$ cat src/hw/rtl/pnl_filt_pkg.sv
// ----------------------------------------------------------------------------
// pnl_filt_pkg
// Shared types, constants and helpers of the periodic neighbor list filter.
// ----------------------------------------------------------------------------
`default_nettype none

package pnl_filt_pkg;

   // default parameter values
   localparam int NUM_TYPES_DEF         = 4;
   localparam int MAX_NEIGHBORS_DEF     = 64;
   localparam int MAX_ATOMS_DEF         = 4096;
   localparam int MAX_CELLS_PER_DIM_DEF = 2;

   // field widths
   localparam int POS_W    = 32;
   localparam int IDX_W    = 12;
   localparam int TYPE_W   = 2;
   localparam int NUM_W    = 13;
   localparam int SLOT_W   = 6;
   localparam int REG_W    = 64;
   localparam int ROW_W    = 63;
   localparam int CELLS_W  = 9;
   localparam int CUT_W    = 16;
   localparam int CSR_IDX_W = 3;

   // arithmetic widths
   localparam int ENT_W  = 21;  // one box / inverse entry
   localparam int CNT_W  = 3;   // cell count and image counter
   localparam int SH_W   = 26;  // lattice shift, Q.10
   localparam int DIFF_W = 35;  // offset, Q.16
   localparam int SRAW_W = 58;  // fractional coordinate before wrap, Q.35
   localparam int FRAC   = 35;
   localparam int SW_W   = 36;  // wrapped fractional coordinate
   localparam int EB_W   = 24;  // expanded box entry
   localparam int V_W    = 64;  // back mapping, Q.45
   localparam int RND_SH = 29;
   localparam int RD_W   = 35;  // rounded offset, Q.16
   localparam int DIST_W = 64;
   localparam int CUT_SH = 24;

   localparam int REQ_DATA_W = 112;
   localparam int RSP_DATA_W = 120;

   typedef enum logic [0:0] {
      OP_CENTER    = 1'b0,
      OP_CANDIDATE = 1'b1
   } op_type;

   typedef enum logic [CSR_IDX_W-1:0] {
      REG_BOX_X     = 3'd0,
      REG_BOX_Y     = 3'd1,
      REG_BOX_Z     = 3'd2,
      REG_INV_A     = 3'd3,
      REG_INV_B     = 3'd4,
      REG_INV_C     = 3'd5,
      REG_CUTOFF    = 3'd6,
      REG_CELLS     = 3'd7
   } reg_index_type;

   typedef struct packed {
      logic       load_center;
      logic       load_cand;
      logic       calc_diff;
      logic       calc_frac;
      logic       calc_wrap;
      logic       calc_back;
      logic       calc_sq;
      logic [1:0] row;
      logic       step_img;
      logic       take_hit;
      logic       push_pend;
      logic       push_last;
   } cmd_type;

   typedef struct packed {
      logic cand_ok;
      logic skip_img;
      logic img_last;
      logic hit;
      logic pend_valid;
      logic out_free;
   } status_type;

   // Wrap a Q.35 coordinate into [-0.5, 0.5].
   function automatic logic signed [SW_W-1:0] wrap_frac(input logic signed [SRAW_W-1:0] s);
      localparam logic signed [SRAW_W-1:0] HalfQ    = SRAW_W'(64'd1 << (FRAC - 1));
      localparam logic signed [SRAW_W-1:0] NegHalfQ = -HalfQ;
      logic [FRAC-1:0]         r;
      logic signed [SW_W-1:0]  rs;
      logic signed [SW_W-1:0]  rm;
      logic                    r_ge;
      logic                    r_gt;
      logic signed [SW_W-1:0]  res;
      r    = s[FRAC-1:0];
      rs   = signed'({1'b0, r});
      rm   = signed'({1'b1, r});
      r_ge = r[FRAC-1];
      r_gt = r[FRAC-1] && (|r[FRAC-2:0]);
      if (s < NegHalfQ) begin
         res = r_ge ? rm : rs;
      end else if (s > HalfQ) begin
         res = r_gt ? rm : rs;
      end else begin
         res = SW_W'(s);
      end
      return res;
   endfunction

endpackage

`default_nettype wire

$ cat src/hw/rtl/pnl_filt_ctrl.sv
// ----------------------------------------------------------------------------
// pnl_filt_ctrl
// Sequencer: walks each candidate through the image shifts, one row of the
// matrix work per cycle, and orders hits into the result register.
// ----------------------------------------------------------------------------
`default_nettype none

module pnl_filt_ctrl (
   input  wire logic                    clock,
   input  wire logic                    reset,
   input  wire logic                    req_tvalid,
   output logic                         req_tready,
   input  wire logic                    req_op,
   input  wire pnl_filt_pkg::status_type sts,
   output pnl_filt_pkg::cmd_type        cmd
);
   import pnl_filt_pkg::*;

   typedef enum logic [7:0] {
      ST_IDLE   = 8'b0000_0001,
      ST_SETUP  = 8'b0000_0010,
      ST_DIFF   = 8'b0000_0100,
      ST_FRAC   = 8'b0000_1000,
      ST_WRAP   = 8'b0001_0000,
      ST_BACK   = 8'b0010_0000,
      ST_SQR    = 8'b0100_0000,
      ST_DECIDE = 8'b1000_0000
   } state_type;

   state_type  state_ff, state_in;
   logic       finish_ff, finish_in;   // all images done, draining pending hit
   logic [1:0] row_ff, row_in;

   always_comb begin
      state_in   = state_ff;
      finish_in  = finish_ff;
      row_in     = row_ff;
      cmd        = '0;
      cmd.row    = row_ff;
      req_tready = 1'b0;
      unique case (state_ff)
         ST_IDLE: begin
            if (finish_ff) begin
               if (!sts.pend_valid) begin
                  finish_in = 1'b0;
               end else if (sts.out_free) begin
                  cmd.push_pend = 1'b1;
                  cmd.push_last = 1'b1;
                  finish_in     = 1'b0;
               end
            end else begin
               req_tready = 1'b1;
               if (req_tvalid) begin
                  if (op_type'(req_op) == OP_CENTER) begin
                     cmd.load_center = 1'b1;
                  end else begin
                     cmd.load_cand = 1'b1;
                     state_in      = ST_SETUP;
                  end
               end
            end
         end
         ST_SETUP: begin
            state_in = sts.cand_ok ? ST_DIFF : ST_IDLE;
         end
         ST_DIFF: begin
            if (sts.skip_img) begin
               if (sts.img_last) begin
                  state_in  = ST_IDLE;
                  finish_in = 1'b1;
               end else begin
                  cmd.step_img = 1'b1;
               end
            end else begin
               cmd.calc_diff = 1'b1;
               row_in        = 2'd0;
               state_in      = ST_FRAC;
            end
         end
         ST_FRAC: begin
            cmd.calc_frac = 1'b1;
            row_in        = (row_ff == 2'd2) ? 2'd0 : row_ff + 2'd1;
            if (row_ff == 2'd2) state_in = ST_WRAP;
         end
         ST_WRAP: begin
            cmd.calc_wrap = 1'b1;
            state_in      = ST_BACK;
         end
         ST_BACK: begin
            cmd.calc_back = 1'b1;
            row_in        = (row_ff == 2'd2) ? 2'd0 : row_ff + 2'd1;
            if (row_ff == 2'd2) state_in = ST_SQR;
         end
         ST_SQR: begin
            cmd.calc_sq = 1'b1;
            row_in      = (row_ff == 2'd2) ? 2'd0 : row_ff + 2'd1;
            if (row_ff == 2'd2) state_in = ST_DECIDE;
         end
         ST_DECIDE: begin
            if (!(sts.hit && sts.pend_valid && !sts.out_free)) begin
               if (sts.hit) begin
                  cmd.take_hit  = 1'b1;
                  cmd.push_pend = sts.pend_valid;
               end
               if (sts.img_last) begin
                  state_in  = ST_IDLE;
                  finish_in = 1'b1;
               end else begin
                  cmd.step_img = 1'b1;
                  state_in     = ST_DIFF;
               end
            end
         end
         default: begin
            state_in = ST_IDLE;
         end
      endcase
   end

   always_ff @(posedge clock) begin
      if (reset) begin
         state_ff  <= ST_IDLE;
         finish_ff <= 1'b0;
         row_ff    <= 2'd0;
      end else begin
         state_ff  <= state_in;
         finish_ff <= finish_in;
         row_ff    <= row_in;
      end
   end

`ifndef SYNTHESIS
   a_ready_only_idle: assert property (@(posedge clock) disable iff (reset)
      req_tready |-> (state_ff == ST_IDLE) && !finish_ff)
      else $error("input taken while busy");
   a_row_range: assert property (@(posedge clock) disable iff (reset)
      row_ff != 2'd3)
      else $error("row counter out of range");
   a_frac_to_wrap: assert property (@(posedge clock) disable iff (reset)
      (state_ff == ST_FRAC) && (row_ff == 2'd2) |=> (state_ff == ST_WRAP))
      else $error("fraction rows not completed");
`endif

endmodule

`default_nettype wire

$ cat config.mk
export PLATFORM = sky130hd
export DESIGN_NAME = pnl_filt_ctrl
export DESIGN_NICKNAME = d
export VERILOG_FILES = /design/src/hw/rtl/pnl_filt_pkg.sv /design/src/hw/rtl/pnl_filt_ctrl.sv
export SDC_FILE = /design/constraint.sdc
export NUM_CORES = 1
export LEC_CHECK = 0
export ABC_CLOCK_PERIOD_IN_PS = 2350
export BUFFER_PORTS_ARGS = -buffer_cell sky130_fd_sc_hd__buf_4
export CORE_UTILIZATION = 30
export CTS_CLUSTER_DIAMETER = 200
export CTS_CLUSTER_SIZE = 30
export DETAILED_ROUTE_END_ITERATION = 10
export HOLD_SLACK_MARGIN = 0.05
export MAX_ROUTING_LAYER = met4
export PLACE_DENSITY = 0.49
export SLEW_MARGIN = 30
export SYNTH_ARGS = -nofsm -noshare
export SYNTH_HDL_FRONTEND = slang
export SYNTH_SLANG_ARGS = --single-unit
$ cat constraint.sdc
create_clock -name clock -period 2.35 [get_ports clock]
set_clock_uncertainty 0.1 [all_clocks]
set_input_delay 0.235 -clock clock [delete_from_list [all_inputs] [get_ports clock]]
set_output_delay 0.235 -clock clock [all_outputs]
set_load 0.1 [all_outputs]
Yosys cells after proc, flatten, opt, wreduce, memory -nomap -nowiden
Index checks and enable logic that the tools add are counted.
- register bits: 11
- input bits: 10
- output and inout port bits: 14
- logic and storage cells: 78
- $add $sub $neg: 1
- equality and inequality tests: 19
- muxes and demuxes: 46
- reductions and logical operators: 9
- operators by type and width (cell ; count):
    $mux W8 ; 9
    $pmux W8 S8 ; 1
    $mux W1 ; 20
    $mux W2 ; 9
    $ne A2 B2 Y1 const B ; 9
    $mux W3 ; 3
    $eq A8 B1 Y1 const B ; 1
    $eq A8 B2 Y1 const B ; 1
    $eq A8 B3 Y1 const B ; 1
    $eq A8 B4 Y1 const B ; 1
    $eq A8 B5 Y1 const B ; 1
    $eq A8 B6 Y1 const B ; 1
    $eq A8 B7 Y1 const B ; 1
    $eq A8 B8 Y1 const B ; 1
    $reduce_and A8 Y1 ; 1
    $pmux W1 S2 ; 2
    $pmux W2 S2 ; 1
    $ne A3 B3 Y1 const B ; 1
    $pmux W1 S3 ; 1
    $reduce_and A3 Y1 ; 1
    $reduce_bool A3 Y1 ; 1
    $reduce_or A3 Y1 ; 1
    $add A2 B1 Y2 const B ; 1
    $eq A2 B2 Y1 const B ; 1
    other kinds (4) ; 5

Logic depth before layout (Yosys ltp)
Gate-level depths: netlist (run 1).
- depth after elaboration: 4
- depth in mapped cells: 6

Least setup slack after synthesis (run 1)
No wires, ideal clock.
- path kind: reg-to-output
- start point: register state_ff[5]
- end point: output port cmd[12] (netlist name)
- data arrival time: 4.193 ns
- slack: -2.178 ns
- cell stages (with the launch flop): 5
- cells stage by stage: dfxtp_1 buf_4 nor4_4 nand3_1 nor4b_1
- RTL lines (item ; line ; source):
    from (decl) ; pnl_filt_ctrl.sv:30 ; state_type state_ff, state_in;
    from (signal assigned) ; pnl_filt_ctrl.sv:126 ; state_ff <= state_in;
    to (decl) ; pnl_filt_ctrl.sv:15 ; output pnl_filt_pkg::cmd_type cmd

==> results of run 1 <==
[area by class of cell]
class                   instances  area (um2)
fillers                       270        1400
multi-input cells              86         617
repair buffers                 28         229
flip-flops and latches         11         224
well taps                      30        37.5
clock buffers                   4        26.3
inverters                       3        15.0
[state kept, by name, indices dropped and copies added, names as in the netlist]
| register | flops |
|---|---|
| state_ff | 8 |
| row_ff | 2 |
| finish_ff | 1 |
[cells by family after synthesis]
family / synth area share, %
AO/OA/AOI/OAI: 19.7
XOR/XNOR: 2.12
buffers and inverters: 4.85
flip-flops: 26.7
AND/OR/NAND/NOR: 46.7
[synth_stat cells (all sizes together)]
cell type,n,area share [%]
dfxtp,11,27
a21oi,10,6.1
nand2,9,4.4
nor2,8,3.6
o21ai,7,4.2
nor3,6,4.2
buf,4,2.6
nand3,4,2.4
nand4,4,3.0
nand4b,4,4.2
inv,3,1.4
nor2b,3,2.3
o21a,3,3.6
and3,2,1.5
and3b,2,2.1
and4bb,2,3.0
clkbuf,2,0.91
nand2b,2,1.5
nand3b,2,1.8
nor4,2,3.3
or3,2,2.1
a211oi,1,0.91
a21boi,1,1.4
a31oi,1,0.76
and2,1,0.76
and4b,1,1.2
nor3b,1,0.91
nor4b,1,1.1
o211ai,1,0.91
o22ai,1,0.76
o32ai,1,1.1
or4,1,1.4
or4b,1,1.7
xnor2,1,1.1
xor2,1,1.1
[critical path: stages, from the launching register on]
cell and delay (ps):
dfxtp_2 380, nor4_4 320, nand2_2 90, or4b_4 540, clkinvlp_4 90, buf_6 210
[worst min path at each step]
| stage | startpoint | endpoint | depth (start not counted) |
|---|---|---|---|
| finish | reset | state_ff[3] | 2 |
| CTS | reset | finish_ff | 2 |
| global route | reset | state_ff[3] | 2 |
| floorplan | sts[3] | finish_ff | 2 |
| detailed placement | row_ff[1] | row_ff[1] | 2 |
| global placement | reset | state_ff[2] | 2 |
[per-layer routing]
metal	track usage [%]	share of wire, %	vias to the layer above	routed length [um]
li1	-	-	451	-
met1	23.4	48	433	1070
met2	28.3	48	18	1070
met3	4.17	4.0	2	90
met4	3.85	0.58	0	13
met5	-	0	-	0
[what timing repair did]
item / 4_1_cts / 5_1_grt
hold buffers: 0 / 0
pin swaps: 0 / 0
resized for setup: 2 / 8
endpoints found under the setup margin: 2 / 7
[where the power goes]
| part | total [mW] | internal (mW) | switching (mW) |
|---|---|---|---|
| sequential | 0.205 | 0.195 | 0.00975 |
| combinational | 0.304 | 0.105 | 0.199 |
| clock | 0.134 | 0.0659 | 0.0681 |
| total | 0.643 | 0.366 | 0.277 |
[through the flow]
step / instance area [um2] / setup TNS (ps) / util [%]
floorplan: 870 / -264 / -
global placement: 1090 / 0 / 42.8
detailed placement: 1090 / 0 / 42.8
CTS: 1120 / 0 / 44.1
global route: 1150 / 0 / 45.1
finish: 1150 / 0 / 45.1
==> flow_summary.yaml, run 1 <==
worst_setup_path:
  endpoint: "cmd[10]"
  required_ps: 2020
  r2r-start: "state_ff[7]"
  reg2reg_setup_slack_ps: 380
  cp.arrival_ps: 1910
  reg2reg_to: "state_ff[0]"
  end_kind: "output pin"
  reg2reg_depth: 5
  cp-startpoint: "state_ff[5]"
  path_max_fanout: 10
  worst_setup_path_start_kind: "register"
  crit_type: "reg2out"
global_routing:
  grt_pass1_vias: 818
  antenna_found_initial: 0
  grt_first_pass_wirelength_um: 3760
  grt_max_degree: 11
  grt.overflow.total: 0
  track_usage_pct: 18.0
sta:
  timing.hold.ws_ps: 115
  maxSlewViolCount: 0
  setup_slack_ps: 103
  fin_crit_ps: 2250
  hold_viol_final: 0
  finalCritPeriodShare_pct: 95.6
  relSlewSlack_pct: 72.5
  setup_violations: 0
  rsz0062_at_grt: "no"
  tightest_slew_ps: 412
  max_freq_ghz: 0.445
finish:
  mostFrequentLayoutCells: "24 x buf_4, 9 x a21oi_1, 8 x nand2_1, 8 x dfxtp_1, 6 x o21ai_0"
  diodes: 0
  layout_commonest_cell: "buf_4"
  drive_gt1_share_pct: 40.2
  area_delta_synth_final_pct: 39.1
  nets: 143
  fin_cells: 162
floorplan:
  num_rows: 18
  die_y_um: 54.5
  dieArea_mm2: 0.00297
  core_area_mm2: 0.00254
  fp.dieW_um: 54.5
  io-pin-count: 24
  initial_core_util_pct: 32.4
cts:
  clock_path_buffers: 2
  cts_root_buf: "clkbuf_4"
  htreeDepth: 1
  numCtsBuffers: 3
  postCtsSetupBuffers: 0
  insertion_delay_ps: 270
  cts.clk_slew.worst_paths_ps: 70
  cts_tree: "done"
  clock_sinks: 11
min_path:
  min_path_type: "in2reg"
power_and_ir_drop:
  total_power_uw: 643
  vdd_ir_drop_max_mv: 0.458
  power.density_mw_per_mm2: 559
  p_leak_nw: 0.450
synth:
  synthCells: 106
  ys_ff_latch: 11
  ys_warn_count: 0
  synth_cell_types: 43
  yosysSeqAreaShare_pct: 26.7
  synth_fp_nets: 116
  syn_area_per_cell_um2: 7.79
  syn_area_um2: 826
drt:
  wl_per_cell_um: 13.8
  first_pass_iters: 4
  vias: 904
  drc: 0
  postRouteWirelength_um: 2240
  drtIter0Drc: 7
  avgViaCountPerCell: 5.58
  antenna_left: 0
flow_run:
  cap_violations: 0
place:
  gp_congestion: 0.845
  hpwlAfterDp_um: 1770
  dp.cells: 158
  pre_cts_ws_ps: 300
  port_buffers: 23
run_status:
  status: "finished clean"
(Power assumes the default switching activity.)
==> run 2, diff against run 1 <==
--- a/config.mk
+++ b/config.mk
@@ -7,13 +7,14 @@
 export LEC_CHECK = 0
 export ABC_CLOCK_PERIOD_IN_PS = 2350
 export BUFFER_PORTS_ARGS = -buffer_cell sky130_fd_sc_hd__buf_4
-export CORE_UTILIZATION = 30
+export CORE_UTILIZATION = 35
 export CTS_CLUSTER_DIAMETER = 200
 export CTS_CLUSTER_SIZE = 30
 export DETAILED_ROUTE_END_ITERATION = 10
 export HOLD_SLACK_MARGIN = 0.05
 export MAX_ROUTING_LAYER = met4
-export PLACE_DENSITY = 0.49
+export PLACE_DENSITY = 0.56
+export RECOVER_POWER = 50
 export SLEW_MARGIN = 30
 export SYNTH_ARGS = -nofsm -noshare
 export SYNTH_HDL_FRONTEND = slang
==> flow_summary.yaml, run 2 (synthesized netlist as in run 1, its figures left out) <==
sta:
  rsz0062_at_grt: "no"
  max_freq_ghz: 0.441
  timing.hold.ws_ps: 114
  setup_violations: 0
  finalCritPeriodShare_pct: 96.5
  setup_slack_ps: 82.2
  relSlewSlack_pct: 23.5
  hold_viol_final: 0
  setup_tns_ps: 0
  maxSlewViolCount: 0
  tightest_slew_ps: 1150
  fin_crit_ps: 2270
drt:
  antenna_left: 0
  drtIter0Drc: 27
  vias: 887
  avgViaCountPerCell: 5.44
  wl_per_cell_um: 13.3
  postRouteWirelength_um: 2170
  drc: 0
  first_pass_iters: 5
cts:
  cts_root_buf: "clkbuf_4"
  clock_path_buffers: 2
  htreeDepth: 1
  clock_sinks: 11
  insertion_delay_ps: 270
  cts.clk_slew.worst_paths_ps: 70
  cts_tree: "done"
  numCtsBuffers: 3
power_and_ir_drop:
  vdd_ir_drop_max_mv: 0.258
  total_power_uw: 614
  power.density_mw_per_mm2: 551
  p_leak_nw: 0.447
finish:
  reg.largest.list: "state_ff (8), row_ff (2), finish_ff (1)"
  largest_reg_flops: 8
  drive_gt1_share_pct: 34.1
  regMostFlops: "state_ff"
  nets: 146
  area_delta_synth_final_pct: 35.0
  mostFrequentLayoutCells: "27 x buf_4, 11 x dfxtp_1, 9 x a21oi_1"
  layout_commonest_cell: "buf_4"
  diodes: 0
  final_util_pct: 50.4
worst_setup_path:
  cp-startpoint: "state_ff[7]"
  worst_setup_path_start_kind: "register"
  r2r-start: "state_ff[7]"
  end_kind: "output pin"
  reg2reg_depth: 5
  reg2reg_to: "state_ff[5]"
  reg2reg_setup_slack_ps: 380
  cp.arrival_ps: 1930
  endpoint: "cmd[7]"
  crit_type: "reg2out"
  path_max_fanout: 8
  required_ps: 2020
global_routing:
  use_met2_pct: 28.4
  grt-busiest-layer: "met2"
  grt_max_degree: 11
  grt.overflow.total: 0
  track_usage_pct: 19.4
  antenna_found_initial: 0
  grt_pass1_vias: 805
  met3_usage_pct: 3.64
  met1_usage_pct: 26.2
  grt_first_pass_wirelength_um: 3610
place:
  hpwlAfterDp_um: 1670
  port_buffers: 23
  gp_congestion: 0.847
  pre_cts_ws_ps: 164
floorplan:
  dieArea_mm2: 0.00256
  initial_core_util_pct: 37.3
  die_y_um: 50.6
  io-pin-count: 24
  num_rows: 17
  core_area_mm2: 0.00221
  fp.dieW_um: 50.6
flow_run:
  cap_violations: 0
run_status:
  status: "finished clean"
min_path:
  min_path_type: "in2reg"
## run 2: changes by cell type in the layout (fill, tap and decap cells not counted), sizes merged
cell / before / now
clkbuf: 4 / 6
buf: 28 / 29
## run 2: routing by layer
metal / up-vias / share of wire (%)
met3: 2 / 5.1
met1: 400 / 51
met4: 0 / 0.74
met2: 29 / 44
met5: - / 0
li1: 456 / -
## run 2: through the flow
stage | std cells | instance area [um2]
finish | 163 | 1110
global route | 163 | 1110
CTS | 163 | 1130
detailed placement | 158 | 1100
global placement | 158 | 1100
floorplan | 106 | 870
## run 2: critical path, cell delays in order (launching register included)
cell and delay [ps]:
dfxtp_1 380, or3_1 410, nor3_2 280, and4bb_2 300, buf_4 290
## run 2: how the worst min path moves through the flow
stage	startpoint	endpoint	slack (ps)	cells past startpoint
after floorplan	sts[3]	finish_ff	280	2
after global placement	reset	row_ff[1]	390	2
after detailed placement	row_ff[1]	row_ff[1]	390	2
after CTS	reset	state_ff[6]	100	2
after global routing	reset	state_ff[7]	120	2
final	reset	state_ff[6]	110	2
## run 2: layout make-up
cell class                      instances  area, um2
Inverter                                3       15.0
Timing Repair Buffer                   31        233
Multi-Input combinational cell         86        586
Clock buffer                            4       26.3
Fill cell                             244       1100
Sequential cell                        11        220
Tap cell                               28       35.0
## run 2: what timing repair did
action                     CTS  global route
gates resized for setup      0             2
setup endpoints to repair    2             2
pin swaps                    1             1
hold buffers                 0             0
setup buffers                1             0
## run 2: report_power, final
part / switching [mW] / internal (mW) / total, mW
Sequential: 0.00951 / 0.195 / 0.204
Combinational: 0.188 / 0.0893 / 0.278
Clock: 0.0661 / 0.0657 / 0.132
Total: 0.264 / 0.350 / 0.614
